[src/swmax_pkg.sv]
// ----------------------------------------------------------------------------
// swmax_pkg
// shared types and constants of the sliding window maximum block
// ----------------------------------------------------------------------------
`default_nettype none

package swmax_pkg;

   // width of the window size register
   localparam int unsigned WIN_CFG_W = 7;

   // commands from the controller to the datapath
   typedef struct packed {
      logic accept;      // latch the sample, apply start flag
      logic front_rd;    // read the front entry
      logic front_pop;   // drop the front entry
      logic front_keep;  // keep the front entry, latch its value
      logic back_rd;     // read the back entry
      logic back_pop;    // remove the back entry
      logic commit;      // append the sample and issue the result once the window is full
   } swmax_cmd_type;

   // status from the datapath to the controller
   typedef struct packed {
      logic count_zero;      // queue is empty
      logic front_expired;   // front entry has left the window
      logic back_dominated;  // back entry is not greater than the sample
      logic out_full;        // result register still holds a pending transfer
   } swmax_status_type;

endpackage : swmax_pkg

`default_nettype wire

[src/swmax_ram.sv]
// ----------------------------------------------------------------------------
// swmax_ram
// generic single write port, single read port ram with registered read
// ----------------------------------------------------------------------------
`default_nettype none

module swmax_ram #(
   parameter int unsigned WIDTH = 16,
   parameter int unsigned DEPTH = 64
) (
   input  wire                                        clock,
   input  wire                                        write_enable,
   input  wire [((DEPTH > 1) ? $clog2(DEPTH) : 1)-1:0] write_addr,
   input  wire [WIDTH-1:0]                            write_data,
   input  wire [((DEPTH > 1) ? $clog2(DEPTH) : 1)-1:0] read_addr,
   output logic [WIDTH-1:0]                           read_data
);

   logic [WIDTH-1:0] mem_ff [DEPTH];
   logic [WIDTH-1:0] rd_data_ff;

   always_ff @(posedge clock) begin
      if (write_enable) begin
         mem_ff[write_addr] <= write_data;
      end
      rd_data_ff <= mem_ff[read_addr];
   end

   assign read_data = rd_data_ff;

endmodule : swmax_ram

`default_nettype wire

[src/swmax_ctrl.sv]
// ----------------------------------------------------------------------------
// swmax_ctrl
// sequencer for front drops, back removals and the append of one sample
// ----------------------------------------------------------------------------
`default_nettype none

module swmax_ctrl (
   input  wire                         clock,
   input  wire                         reset,
   input  wire                         req_valid,
   output logic                        req_ready,
   input  swmax_pkg::swmax_status_type status,
   output swmax_pkg::swmax_cmd_type    cmd
);

   import swmax_pkg::*;

   localparam logic [2:0] ST_IDLE      = 3'd0;
   localparam logic [2:0] ST_FRONT_RD  = 3'd1;
   localparam logic [2:0] ST_FRONT_CHK = 3'd2;
   localparam logic [2:0] ST_BACK_RD   = 3'd3;
   localparam logic [2:0] ST_BACK_CHK  = 3'd4;
   localparam logic [2:0] ST_COMMIT    = 3'd5;

   logic [2:0] state_ff;
   logic [2:0] state_in;

   always_comb begin
      state_in  = state_ff;
      cmd       = '0;
      req_ready = 1'b0;
      case (state_ff)
         ST_IDLE: begin
            req_ready = 1'b1;
            if (req_valid) begin
               cmd.accept = 1'b1;
               state_in   = ST_FRONT_RD;
            end
         end
         ST_FRONT_RD: begin
            if (status.count_zero) begin
               state_in = ST_COMMIT;
            end else begin
               cmd.front_rd = 1'b1;
               state_in     = ST_FRONT_CHK;
            end
         end
         ST_FRONT_CHK: begin
            if (status.front_expired) begin
               cmd.front_pop = 1'b1;
               state_in      = ST_FRONT_RD;
            end else begin
               cmd.front_keep = 1'b1;
               state_in       = ST_BACK_RD;
            end
         end
         ST_BACK_RD: begin
            if (status.count_zero) begin
               state_in = ST_COMMIT;
            end else begin
               cmd.back_rd = 1'b1;
               state_in    = ST_BACK_CHK;
            end
         end
         ST_BACK_CHK: begin
            if (status.back_dominated) begin
               cmd.back_pop = 1'b1;
               state_in     = ST_BACK_RD;
            end else begin
               state_in = ST_COMMIT;
            end
         end
         ST_COMMIT: begin
            if (!status.out_full) begin
               cmd.commit = 1'b1;
               state_in   = ST_IDLE;
            end
         end
         default: begin
            state_in = ST_IDLE;
         end
      endcase
   end

   always_ff @(posedge clock) begin
      if (reset) begin
         state_ff <= ST_IDLE;
      end else begin
         state_ff <= state_in;
      end
   end

endmodule : swmax_ctrl

`default_nettype wire

[src/swmax_dp.sv]
// ----------------------------------------------------------------------------
// swmax_dp
// queue pointers, window register, entry ram and result register
// ----------------------------------------------------------------------------
`default_nettype none

module swmax_dp #(
   parameter int unsigned MAX_WINDOW = 64,
   parameter int unsigned DATA_WIDTH = 16
) (
   input  wire                                  clock,
   input  wire                                  reset,
   input  swmax_pkg::swmax_cmd_type             cmd,
   output swmax_pkg::swmax_status_type          status,
   input  wire signed [DATA_WIDTH-1:0]          req_sample,
   input  wire                                  req_start_sequence,
   input  wire                                  csr_write_enable,
   input  wire [swmax_pkg::WIN_CFG_W-1:0]       csr_write_data,
   output logic                                 rsp_valid,
   input  wire                                  rsp_ready,
   output logic signed [DATA_WIDTH-1:0]         rsp_window_max
);

   import swmax_pkg::*;

   localparam int unsigned AW = (MAX_WINDOW > 1) ? $clog2(MAX_WINDOW) : 1;
   localparam int unsigned CW = $clog2(MAX_WINDOW) + 1;
   localparam int unsigned EW = DATA_WIDTH + CW;
   localparam logic [CW:0] DEPTH_EXT = (CW+1)'(MAX_WINDOW);
   localparam logic [CW-1:0] MAX_K = CW'(MAX_WINDOW);

   // circular slot arithmetic, depth need not be a power of two
   function automatic logic [AW-1:0] slot_of(input logic [AW-1:0] base,
                                              input logic [CW-1:0] off);
      logic [CW:0] sum;
      sum = (CW+1)'(base) + (CW+1)'(off);
      if (sum >= DEPTH_EXT) begin
         sum = sum - DEPTH_EXT;
      end
      return sum[AW-1:0];
   endfunction

   logic [WIN_CFG_W-1:0]   win_ff;
   logic [AW-1:0]          head_ff;
   logic [CW-1:0]          count_ff;
   logic [CW-1:0]          pos_ff;
   logic [CW-1:0]          seen_ff;
   logic signed [DATA_WIDTH-1:0] x_ff;
   logic signed [DATA_WIDTH-1:0] front_ff;
   logic                   rsp_valid_ff;
   logic signed [DATA_WIDTH-1:0] rsp_max_ff;

   logic [CW-1:0]          k_eff;
   logic [CW-1:0]          seen_in;
   logic [AW-1:0]          head_slot;
   logic [AW-1:0]          tail_slot;
   logic [AW-1:0]          append_slot;
   logic [AW-1:0]          read_addr;
   logic [EW-1:0]          rd_entry;
   logic signed [DATA_WIDTH-1:0] rd_value;
   logic [CW-1:0]          rd_pos;
   logic [CW-1:0]          rd_age;

   // window size zero acts as one, large values clamp to the depth
   always_comb begin
      if (win_ff == '0) begin
         k_eff = CW'(1);
      end else if (32'(win_ff) > 32'(MAX_WINDOW)) begin
         k_eff = MAX_K;
      end else begin
         k_eff = CW'(win_ff);
      end
   end

   assign head_slot   = head_ff;
   assign tail_slot   = slot_of(head_ff, count_ff - CW'(1));
   assign append_slot = slot_of(head_ff, count_ff);
   assign read_addr   = cmd.back_rd ? tail_slot : head_slot;

   assign rd_value = $signed(rd_entry[EW-1:CW]);
   assign rd_pos   = rd_entry[CW-1:0];
   assign rd_age   = pos_ff - rd_pos;

   assign seen_in = (seen_ff < k_eff) ? (seen_ff + CW'(1)) : seen_ff;

   assign status.count_zero     = (count_ff == '0);
   assign status.front_expired  = (rd_age >= k_eff);
   assign status.back_dominated = (rd_value <= x_ff);
   assign status.out_full       = rsp_valid_ff && !rsp_ready;

   swmax_ram #(
      .WIDTH (EW),
      .DEPTH (MAX_WINDOW)
   ) u_ram (
      .clock        (clock),
      .write_enable (cmd.commit),
      .write_addr   (append_slot),
      .write_data   ({x_ff, pos_ff}),
      .read_addr    (read_addr),
      .read_data    (rd_entry)
   );

   // control state
   always_ff @(posedge clock) begin
      if (reset) begin
         win_ff       <= WIN_CFG_W'(1);
         head_ff      <= '0;
         count_ff     <= '0;
         pos_ff       <= '0;
         seen_ff      <= '0;
         rsp_valid_ff <= 1'b0;
      end else begin
         if (csr_write_enable) begin
            win_ff   <= csr_write_data;
            head_ff  <= '0;
            count_ff <= '0;
            pos_ff   <= '0;
            seen_ff  <= '0;
         end else if (cmd.accept && req_start_sequence) begin
            head_ff  <= '0;
            count_ff <= '0;
            pos_ff   <= '0;
            seen_ff  <= '0;
         end else if (cmd.front_pop) begin
            head_ff  <= slot_of(head_ff, CW'(1));
            count_ff <= count_ff - CW'(1);
         end else if (cmd.back_pop) begin
            count_ff <= count_ff - CW'(1);
         end else if (cmd.commit) begin
            count_ff <= count_ff + CW'(1);
            pos_ff   <= pos_ff + CW'(1);
            seen_ff  <= seen_in;
         end

         if (cmd.commit && (seen_in >= k_eff)) begin
            rsp_valid_ff <= 1'b1;
         end else if (rsp_ready) begin
            rsp_valid_ff <= 1'b0;
         end
      end
   end

   // payload
   always_ff @(posedge clock) begin
      if (cmd.accept) begin
         x_ff <= req_sample;
      end
      if (cmd.front_keep) begin
         front_ff <= rd_value;
      end
      if (cmd.commit) begin
         rsp_max_ff <= (count_ff == '0) ? x_ff : front_ff;
      end
   end

   assign rsp_valid      = rsp_valid_ff;
   assign rsp_window_max = rsp_max_ff;

endmodule : swmax_dp

`default_nettype wire

[src/sliding_window_max_monotonic_queue.sv]
// ----------------------------------------------------------------------------
// sliding_window_max_monotonic_queue
// running maximum over the last window_size samples, kept as a monotonic queue
// ----------------------------------------------------------------------------
//
//   channel | ports                                   | direction
//   --------+-----------------------------------------+----------
//   req     | req_valid/req_ready, sample, start flag | in
//   rsp     | rsp_valid/rsp_ready, window_max         | out
//   csr     | csr_write_enable, csr_write_data        | in
//
// a sample is accepted, expired front entries are dropped, dominated back
// entries are removed and then the sample is appended; each inspected
// entry is a ram read with a registered result followed by a check; the
// next sample is taken only after the append
// reset clears the pointers and sets the window to one; the entry ram is
// not cleared, entries are read only after they are written
// the append waits while the result register holds an untaken transfer
// ----------------------------------------------------------------------------
`default_nettype none

module sliding_window_max_monotonic_queue #(
   parameter int unsigned MAX_WINDOW = 64,
   parameter int unsigned DATA_WIDTH = 16
) (
   input  wire                              clock,
   input  wire                              reset,
   // sample transfers in
   input  wire                              req_valid,
   output logic                             req_ready,
   input  wire signed [DATA_WIDTH-1:0]      req_sample,
   input  wire                              req_start_sequence,
   // window maximum transfers out
   output logic                             rsp_valid,
   input  wire                              rsp_ready,
   output logic signed [DATA_WIDTH-1:0]     rsp_window_max,
   // window size register
   input  wire                              csr_write_enable,
   input  wire [swmax_pkg::WIN_CFG_W-1:0]   csr_write_data
);

   import swmax_pkg::*;

   swmax_cmd_type    cmd;
   swmax_status_type status;

   // sequencer: accept, drop expired front entries, remove dominated
   // back entries, then append and issue the front value
   swmax_ctrl u_ctrl (
      .clock     (clock),
      .reset     (reset),
      .req_valid (req_valid),
      .req_ready (req_ready),
      .status    (status),
      .cmd       (cmd)
   );

   // pointers, entry ram and the result register
   swmax_dp #(
      .MAX_WINDOW (MAX_WINDOW),
      .DATA_WIDTH (DATA_WIDTH)
   ) u_dp (
      .clock              (clock),
      .reset              (reset),
      .cmd                (cmd),
      .status             (status),
      .req_sample         (req_sample),
      .req_start_sequence (req_start_sequence),
      .csr_write_enable   (csr_write_enable),
      .csr_write_data     (csr_write_data),
      .rsp_valid          (rsp_valid),
      .rsp_ready          (rsp_ready),
      .rsp_window_max     (rsp_window_max)
   );

endmodule : sliding_window_max_monotonic_queue

`default_nettype wire

[config.mk]
export PLATFORM = sky130hd
export DESIGN_NAME = sliding_window_max_monotonic_queue
export DESIGN_NICKNAME = d
export VERILOG_FILES = /design/src/swmax_pkg.sv /design/src/swmax_ram.sv /design/src/swmax_ctrl.sv /design/src/swmax_dp.sv /design/src/sliding_window_max_monotonic_queue.sv
export SDC_FILE = /design/constraint.sdc
export NUM_CORES = 2
export LEC_CHECK = 0
export BUFFER_PORTS_ARGS = -buffer_cell sky130_fd_sc_hd__buf_4
export CELL_PAD_IN_SITES_DETAIL_PLACEMENT = 0
export CELL_PAD_IN_SITES_GLOBAL_PLACEMENT = 1
export CORE_UTILIZATION = 35
export DETAILED_ROUTE_END_ITERATION = 10
export PLACE_DENSITY = 0.57
export SETUP_SLACK_MARGIN = 0.2
export SLEW_MARGIN = 20
export SYNTH_ARGS = -nofsm -noshare
export SYNTH_HDL_FRONTEND = slang
export SYNTH_SLANG_ARGS = --single-unit
export TNS_END_PERCENT = 30
[constraint.sdc]
create_clock -name clock -period 4.6 [get_ports clock]
set_input_delay 0.46 -clock clock [delete_from_list [all_inputs] [get_ports clock]]
set_output_delay 0.46 -clock clock [all_outputs]
set_load 0.05 [all_outputs]
==> summary.txt <==
Run
  • Maximum capacitance violations: 0

Global routing
  • Initial antenna violation count: 12
  • Global-route wire length before repair: 283000 µm
  • Via count of the first global-routing pass: 38600
  • GRT Resource Usage Total: 0.212
  • Aggregate global routing overflow: 0
  • Largest net degree at the start of global routing: 114

Synthesis
  • Synthesis warning total: 0
  • Post-synthesis instance area: 63500 µm²
  • Most numerous cell in the Yosys netlist: nand2_1
  • Fraction of post-synthesis cell area in the top cell type by area: 0.719
  • Number of synthesized register bits: 1581
  • Ys flop type: edfxtp_1
  • Post-synth top cells: nand2_1 (1536), edfxtp_1 (1520), nand3_1 (300)
  • Proportion of synthesized chip area in sequential cells: 0.738
  • Synth top area cells: edfxtp_1 (72%), nand2_1 (9.1%), and3_1 (2.7%), a31oi_1 (2.5%), nand3_1 (2.4%)
  • Post-synth EDFFs: 1520
  • Share of synthesized flip-flops with an asynchronous set or reset: 0
  • Average cell area after synthesis: 12.9 µm²
  • Post-synth net total: 5012
  • Distinct cell type count after synthesis: 62
  • Yosys top cell by area: edfxtp_1
  • Post-synthesis cell count: 4922

Setup path
  • CP max stage delay: 540 ps
  • Register-to-Register Path Depth: 10
  • Cell chain of the critical path: inv_1 -> ha_1 -> fa_1 -> mux2i_4 -> buf_12 -> buf_12 -> a311oi_1 -> a31oi_1 -> a22oi_1 -> and3_1
  • Critical path peak fanout: 113
  • Endpoint of the worst register-to-register path: u_dp.u_ram.read_data[9]
  • Setup slack of the most critical reg-to-reg path: 270 ps
  • Element type at the critical path start: register
  • Cell repeated most along the worst path: buf_12
  • Endpoint required time on the critical path: 5300 ps
  • Sort of element at the end of the critical path: register
  • Slowest-stage cell, CP: buf_12
  • Reg-to-reg critical path startpoint: u_dp.count_ff[0]
  • Category of cells accounting for the largest share of critical-path delay: buffers and inverters
  • Critical path type: register to register
  • Critical path buffers and inverters: 3
  • Arrival time of the worst setup path: 5040 ps

Layout
  • Share of layout cells above drive strength 1: 0.117
  • # nets final: 5203
  • Area added between synthesis and finish: 16.1%

Timing
  • Slew at the pin closest to its max-slew limit: 1100 ps
  • Worst Clk Skew: 39.5 ps
  • Setup violations, final: 0
  • Post-route minimum period: 4330 ps
  • Maximum frequency from static timing analysis: 0.231 GHz
  • Final period util: 0.942
  • Total count of hold-check failures in the final report: 0
  • Rel. slew slack: 0.266
  • Accumulated negative setup slack: 0 ps
  • Unrepaired setup endpoints after global routing: yes
  • Slew Limit Fails: 0

Routing
  • Routed wire per std cell: 26.0 µm
  • Total wire length after detailed routing: 198000 µm
  • Remaining DRCs: 0
  • DR iter-0 viols: 4118
  • DR vias/cell: 5.30
  • Total number of vias: 40400
  • Final antenna-violating net count: 0
  • Number of detailed-route iterations in the first pass: 6

Floorplanning
  • Initial core utilization: 0.354
  • Die extent in y: 428 µm
  • Die Outline Area: 183000 µm²
  • Count of pins on the block boundary: 47
  • Die width: 428 µm
  • Core area: 179000 µm²
  • Number of rows in the core area: 155

Clock network
  • Clock slew at the register clock pins of the worst setup and hold paths: 60 ps
  • Clk_lat worst skew: 810 ps
  • Sinks on Clock Net: 1581
  • TritonCTS clock tree: done
  • Number of buffers added by the clock tree synthesis step: 170
  • Bufs on Longest Clock Path: 3
  • Root buffer cell: clkbuf_16
  • Post-CTS setup buffer count: 0
  • CTS H-tree depth: 4

Power and ir drop
  • Leakage power: 26.0 nW
  • Peak ir drop on the vdd network: 0.308 mV
  • Total Power: 31.1 mW
  • Total power density per cell area: 422 nW/µm²

Hold path
  • Worst Hold Path EP: u_ctrl.state_ff[0]
  • Min-delay worst type: primary input to register
  • Hold_sp: req_valid
  • Hold Crit Depth: 5

Status
  • Status: completed

Place
  • Detailed placer's ending HPWL: 112000 µm
  • Count of buffers from port buffering: 46
  • Final weighted congestion in routability-driven placement: 0.826
-- per-stage QoR --
stage               utilization  setup WS [ps]  cells  hold WS [ps]  instance area (µm²)
floorplan                     -            595   4922           408                63500
global placement          0.379            169   7260           509                68000
detailed placement        0.379            247   7260           516                68000
CTS                       0.411            225   7609           121                73700
global route              0.411            113   7611           190                73700
finish                    0.411            267   7612           170                73700
-- cells in the final DEF, fill, tap and decap left out, types with 23 or more instances in the layout --
master         synthesis  routed
nor2_1               126      58
nand2_1             1536    1536
nor2_2                 0      68
nand4_1               27      27
a31oi_1              250     250
inv_1                 38      38
edfxtp_1            1520    1520
ha_1                  58      58
and3_1               274     274
buf_12                 0      35
clkbuf_16              0     170
a21oi_1               33      33
buf_4                 17     255
clkinv_2               0      25
a32oi_1               25      25
o21ai_0               29      29
a22oi_1               24      23
dfxtp_1               61      54
clkbuf_1             139      44
dlygate4sd3_1          0      36
clkinv_1               1      44
nand3_1              300     300
o22ai_1               88      88
a311oi_1              44      44
xnor2_1               28      28
-- where the power goes --
| part | switching, mW | leakage, nW | internal [mW] |
|---|---|---|---|
| Combinational | 1.22 | 9.00 | 0.401 |
| Sequential | 0.139 | 14.5 | 16.1 |
| Clock | 5.82 | 2.59 | 7.40 |
| Total | 7.18 | 26.0 | 23.9 |
-- worst max-delay path by stage --
stage / depth (start not counted) / to / startpoint / slack (ps)
floorplan: 14 / u_dp.front_ff[0] / u_dp.pos_ff[0] / 590
global placement: 14 / u_dp.u_ram.read_data[16] / u_dp.count_ff[0] / 170
detailed placement: 13 / u_dp.u_ram.read_data[16] / u_dp.count_ff[0] / 250
CTS: 13 / u_dp.u_ram.read_data[16] / u_dp.count_ff[0] / 220
global route: 10 / u_dp.u_ram.read_data[9] / u_dp.count_ff[0] / 110
finish: 10 / u_dp.u_ram.read_data[9] / u_dp.count_ff[0] / 270
-- area by class of cell --
class / instances / area, µm²
antenna: 3 / 7.51
clock buffer: 216 / 4450
clock inverter: 97 / 890
fill: 16700 / 106000
inverter: 39 / 146
multi-input combinational: 2995 / 15400
sequential: 1581 / 46900
tap: 2355 / 2950
timing repair buffer: 326 / 2980
-- per-layer routing --
metal,vias up,global-route usage,share of wire
met5,-,0,0.000045
met4,2,0.0515,0.020
met3,229,0.0294,0.055
met2,1158,0.344,0.47
met1,20600,0.301,0.45
li1,18400,-,-
-- logic make-up (layout without fill, tap and decap cells) --
group           after synthesis  in the layout  share of synthesized area
compound gates              555            555                     0.0588
xor+xnor                     49             49                    0.00688
fa+ha+maj                    61             61                     0.0124
buf+inv                     346            678                     0.0241
flops                      1581           1581                      0.738
mux                          19             19                    0.00339
other cells                   0              3                          0
simple gates               2311           2311                      0.157
-- state kept, by name (all words and copies together), names as in the netlist --
signal and cells:
u_ctrl.state_ff 3, u_dp.count_ff 7, u_dp.front_ff 16, u_dp.head_ff 6, u_dp.pos_ff 7, u_dp.rsp_valid 1
u_dp.rsp_window_max 16, u_dp.seen_ff 7, u_dp.u_ram.mem_ff 1472, u_dp.u_ram.read_data 23, u_dp.win_ff 7, u_dp.x_ff 16
-- timing repair --
action                                  CTS  global route
hold buffers                             36             0
endpoints found under the hold margin    27             0
endpoints found under the setup margin    0             6
gates resized for setup                   0             2
-- tightest hold or removal path, stage by stage --
cell and delay, ps:
buf_4 90, nor3_1 40, a211oi_1 210, a21oi_1 60, nor2_1 80
Power figures use the tool's default switching activity.
